<file path="src/rtl/core/wrb_pkg.sv">
// shared types and constants for the write redirect buffer
package wrb_pkg;

    localparam int MAX_ENTRIES = 16;
    localparam int STORE_BYTES = 256;
    localparam int IDX_W       = $clog2(MAX_ENTRIES);
    localparam int CNT_W       = $clog2(MAX_ENTRIES + 1);
    localparam int OFF_W       = $clog2(STORE_BYTES);
    localparam int NXT_W       = $clog2(STORE_BYTES + 3);

    localparam logic [1:0] FUNC_READ   = 2'd0;
    localparam logic [1:0] FUNC_WRITE  = 2'd1;
    localparam logic [1:0] FUNC_COMMIT = 2'd2;

    localparam logic [1:0] KIND_READ  = 2'd0;
    localparam logic [1:0] KIND_WACK  = 2'd1;
    localparam logic [1:0] KIND_WBACK = 2'd2;
    localparam logic [1:0] KIND_EMPTY = 2'd3;

    typedef enum logic [2:0] {
        ST_IDLE,
        ST_SEARCH,
        ST_ACCESS,
        ST_WBREAD,
        ST_WBDATA,
        ST_OUT
    } t_state;

    // controller -> datapath
    typedef struct packed {
        logic load_in;     // capture input word, start search at entry 0
        logic search_step; // compare one entry, advance on a miss
        logic do_write;    // perform write on hit or allocate
        logic wb_select;   // select newest entry (count-1) for write-back
        logic wb_next;     // advance to next older entry
        logic clear;       // empty the table
        logic build_out;   // latch result into output register
        logic [1:0] out_kind;
    } t_cmd;

    // datapath -> controller
    typedef struct packed {
        logic [1:0] func;
        logic       search_done;
        logic       empty;
        logic       wb_last;
    } t_stat;

endpackage

</file>
<file path="src/rtl/core/wrb_ctrl.sv">
// sequencing state machine
module wrb_ctrl import wrb_pkg::*; (
    input  logic  i_clk,
    input  logic  i_rst_n,
    input  logic  i_in_fire,
    input  logic  i_out_ready,
    output logic  o_in_ready,
    output logic  o_out_valid,
    input  t_stat i_stat,
    output t_cmd  o_cmd
);
    t_state r_state, n_state;
    logic   r_commit, n_commit;

    always_ff @(posedge i_clk) begin
        if (!i_rst_n) begin
            r_state  <= ST_IDLE;
            r_commit <= 1'b0;
        end else begin
            r_state  <= n_state;
            r_commit <= n_commit;
        end
    end

    always_comb begin
        n_state  = r_state;
        n_commit = r_commit;
        o_cmd    = '0;
        o_in_ready  = 1'b0;
        o_out_valid = 1'b0;
        case (r_state)
            ST_IDLE: begin
                o_in_ready = 1'b1;
                if (i_in_fire) begin
                    o_cmd.load_in = 1'b1;
                    n_state = ST_SEARCH;
                end
            end
            ST_SEARCH: begin
                case (i_stat.func)
                    FUNC_READ, FUNC_WRITE: begin
                        if (i_stat.search_done) begin
                            n_state = ST_ACCESS;
                        end else begin
                            o_cmd.search_step = 1'b1;
                        end
                    end
                    FUNC_COMMIT: begin
                        if (i_stat.empty) begin
                            o_cmd.build_out = 1'b1;
                            o_cmd.out_kind  = KIND_EMPTY;
                            n_commit = 1'b0;
                            n_state  = ST_OUT;
                        end else begin
                            o_cmd.wb_select = 1'b1;
                            n_state = ST_WBREAD;
                        end
                    end
                    default: n_state = ST_IDLE;
                endcase
            end
            ST_ACCESS: begin
                // ram read issued last cycle by address mux; write, else WBDATA
                if (i_stat.func == FUNC_WRITE) begin
                    o_cmd.do_write  = 1'b1;
                    o_cmd.build_out = 1'b1;
                    o_cmd.out_kind  = KIND_WACK;
                    n_commit = 1'b0;
                    n_state  = ST_OUT;
                end else begin
                    n_state = ST_WBDATA;
                    n_commit = 1'b0;
                end
            end
            ST_WBREAD: begin
                n_commit = 1'b1;
                n_state  = ST_WBDATA;
            end
            ST_WBDATA: begin
                o_cmd.build_out = 1'b1;
                o_cmd.out_kind  = r_commit ? KIND_WBACK : KIND_READ;
                n_state = ST_OUT;
            end
            ST_OUT: begin
                o_out_valid = 1'b1;
                if (i_out_ready) begin
                    if (r_commit && !i_stat.wb_last) begin
                        o_cmd.wb_next = 1'b1;
                        n_state = ST_WBREAD;
                    end else begin
                        if (r_commit) begin
                            o_cmd.clear = 1'b1;
                        end
                        n_commit = 1'b0;
                        n_state  = ST_IDLE;
                    end
                end
            end
            default: n_state = ST_IDLE;
        endcase
    end
endmodule

</file>
<file path="config.mk">
export PLATFORM = sky130hd
export DESIGN_NAME = wrb_ctrl
export DESIGN_NICKNAME = d
export VERILOG_FILES = /design/src/rtl/core/wrb_pkg.sv /design/src/rtl/core/wrb_ctrl.sv
export SDC_FILE = /design/constraint.sdc
export NUM_CORES = 1
export LEC_CHECK = 0
export BUFFER_PORTS_ARGS = -buffer_cell sky130_fd_sc_hd__buf_2
export CAP_MARGIN = 40
export CELL_PAD_IN_SITES_DETAIL_PLACEMENT = 1
export CELL_PAD_IN_SITES_GLOBAL_PLACEMENT = 1
export CORE_MARGIN = 2
export CORE_UTILIZATION = 31
export CTS_CLUSTER_DIAMETER = 80
export DETAILED_ROUTE_END_ITERATION = 10
export GPL_TIMING_DRIVEN = 0
export PLACE_DENSITY_LB_ADDON = 0.2
export RECOVER_POWER = 100
export SLEW_MARGIN = 0
export SYNTH_ARGS = -nofsm -noshare
export SYNTH_HDL_FRONTEND = slang
export SYNTH_SLANG_ARGS = --single-unit
</file>
<file path="constraint.sdc">
create_clock -name i_clk -period 2 [get_ports i_clk]
set_input_delay 0.2 -clock i_clk [delete_from_list [all_inputs] [get_ports i_clk]]
set_output_delay 0.2 -clock i_clk [all_outputs]
set_load 0.01 [all_outputs]
</file>
==> flow_metrics.tcl <==
set metrics [dict create \
    status "completed" \
    grt_start_max_net_pins 11 \
    start_util_pct 32.7 \
    ys_seq_area_share_pct 19.0 \
    cts_buffers 3 \
    ys_ff_latch 4 \
    cap_violations 0 \
    postSynthAreaPerCell_sq_um 7.38 \
    syn2layout_area_growth_pct 29.8 \
    worstSetupPathType "reg -> out" \
    clockBufferDepth 2 \
    synth.net_count 66 \
    gp_congestion 0.764 \
    cts_tree "yes" \
    dr.pass1.iters 4 \
    drive_gt1_share_pct 21.5 \
    hold_path_class "in -> reg" \
    die_h_microns 40.8 \
    skew_ps 9.94 \
    startpoint_type "register" \
    synth_cell_type_count 29 \
    routedWlPerCell_microns 13.8 \
    cts_setup_buffers 0 \
    grt_pass1_vias 457 \
    core_area_sq_um 1280 \
    drt-initial-drc-count 4 \
    fin_crit_ps 1830 \
    required_ps 1800 \
    wl_microns 1290 \
    power_density_nw_per_um2 614 \
    arrival_ps 1630 \
    grt_antenna_before_repair 0 \
    setup_viol 0 \
    period_share_pct 91.5 \
    netlist_instances 57 \
    synth_ff_type "dfxtp_1" \
    h-tree-depth 1 \
    dieWidth_microns 40.8 \
    whs_ps 236 \
    globalRouteOverflowTotal 0 \
    worst_pin_slew_ps 643 \
    slew_viol_final 0 \
    crit_fanout 10 \
    place_ws_ps 440 \
    nets 90 \
    cts_resized 0 \
    clk-insertion-delay-late_ps 240 \
    num_io_pins 20 \
    power.total_w 0.000335 \
    p_leak_nw 0.236 \
    cts_sinks 4 \
    endpoint_kind "output pin" \
    r2r_start "r_state[2]$_SDFFE_PN0P_" \
    cts_root_buf "clkbuf_4" \
    rows 13 \
    rsz0062_at_grt "false" \
    tns_ps 0 \
    vias_per_cell 5.33 \
    async_reset_ff_share_pct 0 \
    path_clk_slew_ps 40 \
    peakVddDrop_uv 228 \
    syn_area_sq_um 420 \
    synth_warnings 0 \
    vias 501 \
    port_buffers 19 \
    setup_slack_ps 170 \
    fp.dieArea_sq_um 1670 \
    finalHoldViolCount 0 \
    antenna_left 0 \
    synth_edf_count 0 \
    cts.hold.buffers_added 0 \
    slew_headroom_pct 56.6 \
    dp_hpwl_microns 965 \
    finish.utilization_pct 42.5 \
    grt_use_total_pct 18.7 \
    antenna_cells 0 \
    clock.fmax_mhz 546 \
    crit_start "r_state[0]$_SDFFE_PN0P_" \
    drc_errors 0 \
    grt_pass1_wl_microns 2010 \
    hold_start "i_rst_n" \
]
-- state kept, by name, summed over array words and instances (netlist names) --
| name | flops |
|---|---|
| r_commit | 1 |
| r_state | 3 |
-- worst max-delay path, cell delays in order, from the launching register on --
cell and delay, ps:
dfxtp_1 420, clkbuf_1 390, nand2_1 130, nor4b_1 260, clkbuf_1 180
-- path summary, 6_finish.rpt --
check,cells after the start,to,slack [ps]
min,3,r_commit$_SDFFE_PN0P_,240
max,4,o_cmd[5],170
max reg2reg,4,r_state[0]$_SDFFE_PN0P_,600
min reg2reg,2,r_commit$_SDFFE_PN0P_,480
-- Yosys cell counts (2+ instances only) --
library cell,instances,area [sq um]
a21o_1,2,15.0
a21oi_1,2,10.0
and2_1,2,12.5
and3_1,2,12.5
buf_6,2,22.5
clkbuf_1,2,7.51
dfxtp_1,4,80.1
inv_1,2,7.51
nand2_1,6,22.5
nand2b_1,2,12.5
nand4b_1,2,17.5
nor2_1,3,11.3
nor2b_1,2,12.5
nor3_1,5,25.0
nor4b_1,2,17.5
o21ai_0,2,10.0
o21bai_1,3,22.5
-- cell type report --
| class | count | area (sq um) |
|---|---|---|
| Timing Repair Buffer | 19 | 83.8 |
| Inverter | 2 | 7.51 |
| Multi-Input combinational cell | 47 | 303 |
| Fill cell | 176 | 739 |
| Buffer | 4 | 30.0 |
| Clock buffer | 3 | 22.5 |
| Sequential cell | 4 | 80.1 |
| Tap cell | 15 | 18.8 |
-- cells in the final DEF (no fill, tap or decap), types with 2 or more instances in the layout --
cell and n:
nand2b_1 2, clkbuf_1 11, a21oi_1 2, nor2b_1 2, and3_1 2, o21bai_1 3
inv_1 2, clkbuf_4 3, nand4b_1 2, buf_2 10, a21o_1 2, o21ai_0 2
nor4b_1 2, buf_6 2, dfxtp_1 4, nor2_1 3, nand2_1 6, and2_0 2
nor3_1 5
-- routing by layer --
layer	vias to the layer above	share of wire [%]	GRT usage (%)
met5	-	0	0
met4	0	1.3	5.00
met3	2	4.6	6.52
met2	17	44	30.1
met1	227	50	23.3
li1	255	-	-
-- power by group --
| group | total, W | internal [W] | switching, W |
|---|---|---|---|
| combinational | 0.000134 | 0.0000583 | 0.0000760 |
| clock | 0.000104 | 0.0000673 | 0.0000369 |
| sequential | 0.0000966 | 0.0000875 | 0.00000909 |
| total | 0.000335 | 0.000213 | 0.000122 |
-- metrics by stage --
stage | cells | instance area [sq um]
2_1_floorplan | 57 | 420
3_3_place_gp | 91 | 534
3_5_place_dp | 91 | 534
4_1_cts | 94 | 557
5_1_grt | 94 | 546
6_report | 94 | 546
-- kinds of logic after synthesis --
family	share of synthesized area, %
buffers and inverters	8.93
AO/OA/AOI/OAI	23.2
multiplexers	5.06
flip-flops	19.0
AND/OR/NAND/NOR	43.8
Power figures use the tool's default switching activity.
