===== config.mk =====
export PLATFORM = sky130hd
export DESIGN_NAME = wrb_datapath
export DESIGN_NICKNAME = d
export VERILOG_FILES = /design/src/rtl/core/wrb_pkg.sv /design/src/rtl/core/wrb_ram.sv /design/src/rtl/core/wrb_datapath.sv
export SDC_FILE = /design/constraint.sdc
export NUM_CORES = 2
export LEC_CHECK = 0
export BUFFER_PORTS_ARGS = -buffer_cell sky130_fd_sc_hd__buf_2
export CORE_MARGIN = 2
export CORE_UTILIZATION = 40
export CTS_CLUSTER_DIAMETER = 100
export DETAILED_ROUTE_END_ITERATION = 12
export PLACE_DENSITY = 0.52
export REMOVE_ABC_BUFFERS = 1
export SYNTH_ARGS = -nofsm -noshare
export SYNTH_HDL_FRONTEND = slang
export SYNTH_MEMORY_MAX_BITS = 65536
export SYNTH_SLANG_ARGS = --single-unit

===== constraint.sdc =====
create_clock -name i_clk -period 6.9 [get_ports i_clk]
set_input_delay 1.38 -clock i_clk [delete_from_list [all_inputs] [get_ports i_clk]]
set_output_delay 1.38 -clock i_clk [all_outputs]
set_load 0.02 [all_outputs]

===== src/rtl/core/wrb_pkg.sv =====
// shared types and constants for the write redirect buffer
package wrb_pkg;

    localparam int MAX_ENTRIES = 16;
    localparam int STORE_BYTES = 256;
    localparam int IDX_W       = $clog2(MAX_ENTRIES);
    localparam int CNT_W       = $clog2(MAX_ENTRIES + 1);
    localparam int OFF_W       = $clog2(STORE_BYTES);
    localparam int NXT_W       = $clog2(STORE_BYTES + 3);

    localparam logic [1:0] FUNC_READ   = 2'd0;
    localparam logic [1:0] FUNC_WRITE  = 2'd1;
    localparam logic [1:0] FUNC_COMMIT = 2'd2;

    localparam logic [1:0] KIND_READ  = 2'd0;
    localparam logic [1:0] KIND_WACK  = 2'd1;
    localparam logic [1:0] KIND_WBACK = 2'd2;
    localparam logic [1:0] KIND_EMPTY = 2'd3;

    typedef enum logic [2:0] {
        ST_IDLE,
        ST_SEARCH,
        ST_ACCESS,
        ST_WBREAD,
        ST_WBDATA,
        ST_OUT
    } t_state;

    // controller -> datapath
    typedef struct packed {
        logic load_in;     // capture input word, start search at entry 0
        logic search_step; // compare one entry, advance on a miss
        logic do_write;    // perform write on hit or allocate
        logic wb_select;   // select newest entry (count-1) for write-back
        logic wb_next;     // advance to next older entry
        logic clear;       // empty the table
        logic build_out;   // latch result into output register
        logic [1:0] out_kind;
    } t_cmd;

    // datapath -> controller
    typedef struct packed {
        logic [1:0] func;
        logic       search_done;
        logic       empty;
        logic       wb_last;
    } t_stat;

endpackage


===== src/rtl/core/wrb_ram.sv =====
// generic single port ram with registered read
module wrb_ram #(
    parameter int WIDTH = 8,
    parameter int DEPTH = 256
) (
    input  logic                     i_clk,
    input  logic                     i_we,
    input  logic [$clog2(DEPTH)-1:0] i_addr,
    input  logic [WIDTH-1:0]         i_wdata,
    output logic [WIDTH-1:0]         o_rdata
);
    logic [WIDTH-1:0] r_mem [DEPTH];

    always_ff @(posedge i_clk) begin
        if (i_we) begin
            r_mem[i_addr] <= i_wdata;
        end
        o_rdata <= r_mem[i_addr];
    end
endmodule


===== src/rtl/core/wrb_datapath.sv =====
// entry table, byte stores and result register
module wrb_datapath import wrb_pkg::*; (
    input  logic        i_clk,
    input  logic        i_rst_n,
    input  t_cmd        i_cmd,
    output t_stat       o_stat,
    input  logic [1:0]  i_func,
    input  logic [15:0] i_home_addr,
    input  logic [1:0]  i_access_size,
    input  logic [15:0] i_write_value,
    output logic [1:0]  o_kind,
    output logic        o_overflow,
    output logic        o_hit,
    output logic [15:0] o_data,
    output logic [7:0]  o_buffer_offset,
    output logic [15:0] o_target_addr,
    output logic [1:0]  o_data_size,
    output logic        o_last
);
    logic [1:0]  r_func;
    logic [15:0] r_addr;
    logic [1:0]  r_size;
    logic [15:0] r_value;
    logic [CNT_W-1:0] r_count;
    logic [CNT_W-1:0] r_ptr;
    logic [IDX_W-1:0] r_idx;
    logic        r_found;
    logic [NXT_W-1:0] r_next;

    // entry table as registers, one compare a cycle
    logic [15:0]      r_home [MAX_ENTRIES];
    logic [OFF_W-1:0] r_off  [MAX_ENTRIES];
    logic [1:0]       r_esz  [MAX_ENTRIES];

    logic [IDX_W-1:0] sel;
    logic [OFF_W-1:0] e_off;
    logic [1:0]       e_sz;
    logic [1:0]       n_bytes;
    logic             ovf;
    logic             we_lo, we_hi;
    logic [OFF_W-1:0] a_lo, a_hi, b_off;
    logic [7:0]       rd_lo, rd_hi;
    logic [OFF_W-1:0] wr_off;
    logic [NXT_W:0]   need;

    assign sel   = r_idx;
    assign e_off = r_off[sel];
    assign e_sz  = r_esz[sel];
    assign need  = {1'b0, r_next} + {{(NXT_W-1){1'b0}}, r_size};
    assign ovf   = !r_found && ((r_count >= CNT_W'(MAX_ENTRIES))
                   || (need > (NXT_W+1)'(STORE_BYTES)));
    assign n_bytes = r_found ? ((e_sz < r_size) ? e_sz : r_size) : r_size;
    assign wr_off  = r_found ? e_off : r_next[OFF_W-1:0];

    // two byte banks: lo lane of data goes to address off, hi lane to off+1 in the hi bank
    assign b_off = (i_cmd.do_write ? wr_off : e_off);
    assign a_lo  = b_off;
    assign a_hi  = OFF_W'((NXT_W'(b_off) + NXT_W'(1)) % NXT_W'(STORE_BYTES));
    assign we_lo = i_cmd.do_write && !ovf;
    assign we_hi = i_cmd.do_write && !ovf && (n_bytes == 2'd2);

    // one memory per byte lane; both hold a full store copy so the high byte
    // of entry at offset k lives in the hi copy at k+1 and its low byte in the lo copy at k
    logic [7:0] hi_rd_lo, lo_rd_hi;
    wrb_ram #(.WIDTH(8), .DEPTH(STORE_BYTES)) u_lo (
        .i_clk, .i_we(we_lo), .i_addr(a_lo), .i_wdata(r_value[7:0]), .o_rdata(rd_lo));
    wrb_ram #(.WIDTH(8), .DEPTH(STORE_BYTES)) u_hi (
        .i_clk, .i_we(we_hi), .i_addr(a_hi), .i_wdata(r_value[15:8]), .o_rdata(rd_hi));
    assign hi_rd_lo = rd_lo;
    assign lo_rd_hi = rd_hi;

    // NOTE: a byte may be written through either lane; a lane copy can be stale.
    // entries never overlap and each byte is always written by the same lane
    // (low byte of an entry via lo, high byte via hi), so reads are consistent.

    logic [15:0] rd_word;
    assign rd_word = (e_sz == 2'd2) ? {lo_rd_hi, hi_rd_lo} : {8'd0, hi_rd_lo};

    assign o_stat.func        = r_func;
    assign o_stat.search_done = r_found || (r_ptr >= r_count);
    assign o_stat.empty       = (r_count == '0);
    assign o_stat.wb_last     = (r_idx == '0);

    always_ff @(posedge i_clk) begin
        if (!i_rst_n) begin
            r_count <= '0;
            r_next  <= '0;
        end else begin
            if (i_cmd.do_write && !ovf && !r_found) begin
                r_home[r_count[IDX_W-1:0]] <= r_addr;
                r_off[r_count[IDX_W-1:0]]  <= r_next[OFF_W-1:0];
                r_esz[r_count[IDX_W-1:0]]  <= r_size;
                r_count <= r_count + CNT_W'(1);
                r_next  <= NXT_W'(need);
            end
            if (i_cmd.clear) begin
                r_count <= '0;
                r_next  <= '0;
            end
        end
        if (i_cmd.load_in) begin
            r_func  <= i_func;
            r_addr  <= i_home_addr;
            r_size  <= (i_access_size == 2'd1) ? 2'd1 : 2'd2;
            r_value <= i_write_value;
            r_ptr   <= '0;
            r_found <= 1'b0;
            r_idx   <= '0;
        end
        if (i_cmd.search_step) begin
            if (r_home[r_ptr[IDX_W-1:0]] == r_addr) begin
                r_found <= 1'b1;
                r_idx   <= r_ptr[IDX_W-1:0];
            end else begin
                r_ptr <= r_ptr + CNT_W'(1);
            end
        end
        if (i_cmd.wb_select) begin
            r_idx <= IDX_W'(r_count - CNT_W'(1));
        end
        if (i_cmd.wb_next) begin
            r_idx <= r_idx - IDX_W'(1);
        end
        if (i_cmd.build_out) begin
            o_kind          <= i_cmd.out_kind;
            o_overflow      <= 1'b0;
            o_hit           <= 1'b0;
            o_data          <= '0;
            o_buffer_offset <= '0;
            o_target_addr   <= '0;
            o_data_size     <= '0;
            o_last          <= 1'b0;
            case (i_cmd.out_kind)
                KIND_READ: begin
                    if (r_found) begin
                        o_hit           <= 1'b1;
                        o_data          <= rd_word;
                        o_buffer_offset <= 8'(e_off);
                        o_data_size     <= e_sz;
                    end
                end
                KIND_WACK: begin
                    o_overflow <= ovf;
                    o_hit      <= r_found;
                    if (!ovf) begin
                        o_buffer_offset <= 8'(wr_off);
                        o_data_size     <= n_bytes;
                    end
                end
                KIND_WBACK: begin
                    o_data          <= rd_word;
                    o_buffer_offset <= 8'(e_off);
                    o_target_addr   <= r_home[sel];
                    o_data_size     <= e_sz;
                    o_last          <= (r_idx == '0);
                end
                default: begin
                    o_last <= 1'b1;
                end
            endcase
        end
    end
endmodule


==> results.md <==
* Synth cell types at between 80 and 90
* Sequential area share after synthesis at 0.748
* Synthesis-stage register bit count at 4635
* Reg2Reg Depth at 14
* RR Startpoint: r_size[0]
* CP max FO at 18
* Clock tree buffer depth at 4
* DR WL/cell at 29.7 um
* Nets@finish at 11800
* Initial Util at 0.401
* VDD IR-drop max at 0.278 mV
* Reg-to-reg endpoint: u_hi.r_mem[122][0]
* CP endpoint kind: register
* Routed vias/inst at 5.74
* Maximum clock rate at 162 MHz
* Leak at 68.0 nW
* Post-route ant nets at 0
* DRC at 0
* Fill cell count at 39900
* Drt first pass iters at 8
* Root Buffer: clkbuf_16
* Crit share post-route at 0.895
* Power Density at 334 mW/mm^2
* Slew HR at 0.0291
* Post-CTS Setup Inserts at 0
* Fraction of final layout cells sized beyond drive strength 1 at 0.167
* Synth Area per Inst at about 16 um^2
* Hold-fix buffers, CTS at 0
* Crit path time final at 6.17 ns
* DR vias at 105000
* Worst Path Arrival at 6.77 ns
* IO buf count at between 90 and 100
* Final hold vios at 0
* Critical Path Sink: u_hi.r_mem[122][0]
* Worst Setup SP: r_size[0]
* Crit path required time at 7.50 ns
* GP Congestion at roughly 0.85
* Antenna violations before repair at 22
* Register-to-register setup slack at 0.73 ns
* Gate Count Post-Synth at 11500
* Final HPWL from detailed placement at roughly 320 mm
* CTS tree: done
* Fin. max-slew vios at 0
* First-pass GRT wire length at 777 mm
* Area of the die at about 0.47 mm^2
* Placed cell areas at about 0.19 mm^2
* Row count at 250
* Synth Warn # at 0
* Sink Count at 4635
* Cell Area, Synth at 0.186 mm^2
* H-tree depth at 5
* I/O pin cnt at 99
* Drt total wl at ~540 mm
* Cell chain of the critical path: ha_1 -> inv_1 -> fa_1 -> inv_1 -> a31oi_1 -> a2111oi_0 -> a21oi_1 -> o311ai_0 -> a31o_2 -> and3_1 -> and3_1 -> nand3_2 -> buf_12 -> nor2_1
* Iteration-0 DRC Markers at 12900
* Crit start category: register
* Crit path kind: reg2reg
* Most used DFF post-synth: edfxtp_1
* Final setup fails at 0
* Core area at between 0.4 and 0.5 mm^2
* Clk pin slew, worst setup/hold paths at roughly 0.06 ns
* Total track usage at 0.226
* Worst-Margin Slew at about 1.5 ns
* Status: finished, final reports clean
* Clk_skew at 0.0935 ns
* RSZ-0062 raised after global routing: no
* Pin count of the biggest net entering global routing at around 190
* CP peak stage delay at just over 0.8 ns
* Critical path's slowest cell: edfxtp_1
* CTS buffer count at 472
* Aggregate global routing overflow at 0
* Post-synth EDFFs at 4595
* Skew-Pair Late Insertion Delay at approximately 1.1 ns
* Post-synth ARST share at 0
* Die H at 685 um
* Hold Path Class: reg2reg
* Vias in the first global route at 104000
* Max-Cap Viols at 0
* Sum Neg Setup Slack at 0 ns
* Die width at 685 um
* Final non-filler cell area at roughly 0.21 mm^2
* Area growth from synthesis to layout at 13.1%
* Cts repair resizes at 0
cell usage in the layout, fill, tap and decap left out, types with 14 or more instances in the layout:
cell type	n
clkinv_1	107
ha_1	19
nor4_1	16
nand3_1	925
nand2_1	2354
a211oi_1	62
buf_4	401
a31oi_1	101
inv_1	17
nand3_2	14
nor2_4	21
a21oi_1	52
nor3_1	45
dfxtp_1	34
bufinv_16	42
a311oi_1	276
edfxtp_1	4595
o21ai_0	36
clkbuf_16	478
mux4_2	695
and3_1	197
nand4_1	59
nor2_1	560
o31a_1	26
xnor2_1	27
buf_2	98
clkbuf_1	102
buf_12	73
clkinv_2	100
mux2i_1	241
a32oi_1	34
and2_1	43
flip-flops by register name (all words and copies together) (netlist names), 2 cells and up:
register	count
r_ptr	5
u_hi.o_rdata	8
r_esz	32
r_addr	16
o_data	16
r_size	2
r_home	256
r_next	9
u_hi.r_mem	2048
r_idx	4
o_data_size	2
o_kind	2
r_count	5
r_off	128
u_lo.r_mem	2048
u_lo.o_rdata	8
r_func	2
o_target_addr	16
o_buffer_offset	8
r_value	16
power by group:
part | internal, W | switching, W | leakage [nW]
logic | 0.00438 | 0.00892 | 18.8
clock network | 0.0143 | 0.0109 | 7.39
registers | 0.0314 | 0.000243 | 41.7
total | 0.0501 | 0.0201 | 68.0
critical path: cells and delay by family (launching register included):
| kind | cells | cell delay [ns] |
|---|---|---|
| AOI/OAI and AO/OA | 5 | 1.73 |
| buffers and inverters | 3 | 0.56 |
| DFF | 1 | 0.83 |
| adders and majority gates | 2 | 0.71 |
| and+or+nand+nor | 4 | 1.88 |
metrics by stage:
| step | util | power [W] | instances | worst slack [ns] | hold WS, ns |
|---|---|---|---|---|---|
| finish | 0.453 | 0.0702 | 18300 | 0.727 | 0.514 |
| global route | 0.453 | 0.0724 | 18300 | 0.439 | 0.473 |
| CTS | 0.453 | 0.0706 | 18300 | 0.710 | 0.446 |
| detailed placement | 0.421 | 0.0456 | 17400 | -0.114 | 0.489 |
| global placement | 0.421 | 0.0455 | 17400 | -0.187 | 0.484 |
| floorplan | - | 0.0430 | 10700 | -62.07 | 0.445 |
cells in the mapped netlist, drive strengths merged, types with 16 or more instances:
| cell | instances | share of area |
|---|---|---|
| a211oi | 66 | 0.0027 |
| a21oi | 53 | 0.0014 |
| a311oi | 276 | 0.013 |
| a31oi | 101 | 0.0034 |
| a32oi | 34 | 0.0016 |
| and2 | 48 | 0.0016 |
| and3 | 197 | 0.0066 |
| buf | 402 | 0.014 |
| clkbuf | 369 | 0.0075 |
| dfxtp | 40 | 0.0043 |
| edfxtp | 4595 | 0.74 |
| ha | 20 | 0.0013 |
| inv | 18 | 0.00036 |
| mux2i | 242 | 0.013 |
| mux4 | 695 | 0.084 |
| nand2 | 2363 | 0.048 |
| nand3 | 939 | 0.025 |
| nand4 | 60 | 0.0021 |
| nor2 | 583 | 0.012 |
| nor3 | 49 | 0.0013 |
| nor4 | 16 | 0.00054 |
| o21ai | 39 | 0.0011 |
| o31a | 26 | 0.0012 |
| xnor2 | 29 | 0.0014 |
area by class of cell:
cell class / count / area, um^2 / share of cell area
Antenna cell: 10 / 25.0 / 0.000119
Clock buffer: 584 / 12400 / 0.0591
Clock inverter: 287 / 2690 / 0.0128
Inverter: 20 / 98.8 / 0.000471
Multi-Input combinational cell: 6035 / 43200 / 0.206
Sequential cell: 4635 / 139000 / 0.661
Tap cell: 6174 / 7720 / 0.0368
Timing Repair Buffer: 572 / 4960 / 0.0236
worst min-delay path by stage:
stage	from	to	slack (ns)	cells past startpoint
2_1_floorplan	r_ptr[4]	r_ptr[4]	0.45	1
3_3_place_gp	r_ptr[4]	r_ptr[4]	0.48	1
3_5_place_dp	u_hi.o_rdata[7]	o_data[15]	0.49	1
4_1_cts	i_write_value[13]	r_value[13]	0.45	1
5_1_grt	i_write_value[15]	r_value[15]	0.47	1
6_report	r_ptr[4]	r_ptr[4]	0.51	1
metal layers:
metal,share of wire,track usage,vias to the layer above,routed length (um)
met1,0.42,0.321,55000,230000
met4,0.032,0.0706,6,17600
met5,0.000066,0,-,36
li1,-,-,44900,-
met2,0.48,0.364,4240,259000
met3,0.069,0.0307,845,37700
cells by family after synthesis:
kind of cell / Yosys count / share of synthesized area
flip-flops: 4635 / 0.748
AND/OR/NAND/NOR: 4312 / 0.0994
multiplexers: 945 / 0.0979
buffers and inverters: 791 / 0.0217
AO/OA/AOI/OAI: 723 / 0.0302
XOR/XNOR: 34 / 0.00160
adder cells (fa/ha/maj): 21 / 0.00146
No activity file was read; power rests on OpenSTA's default activity.
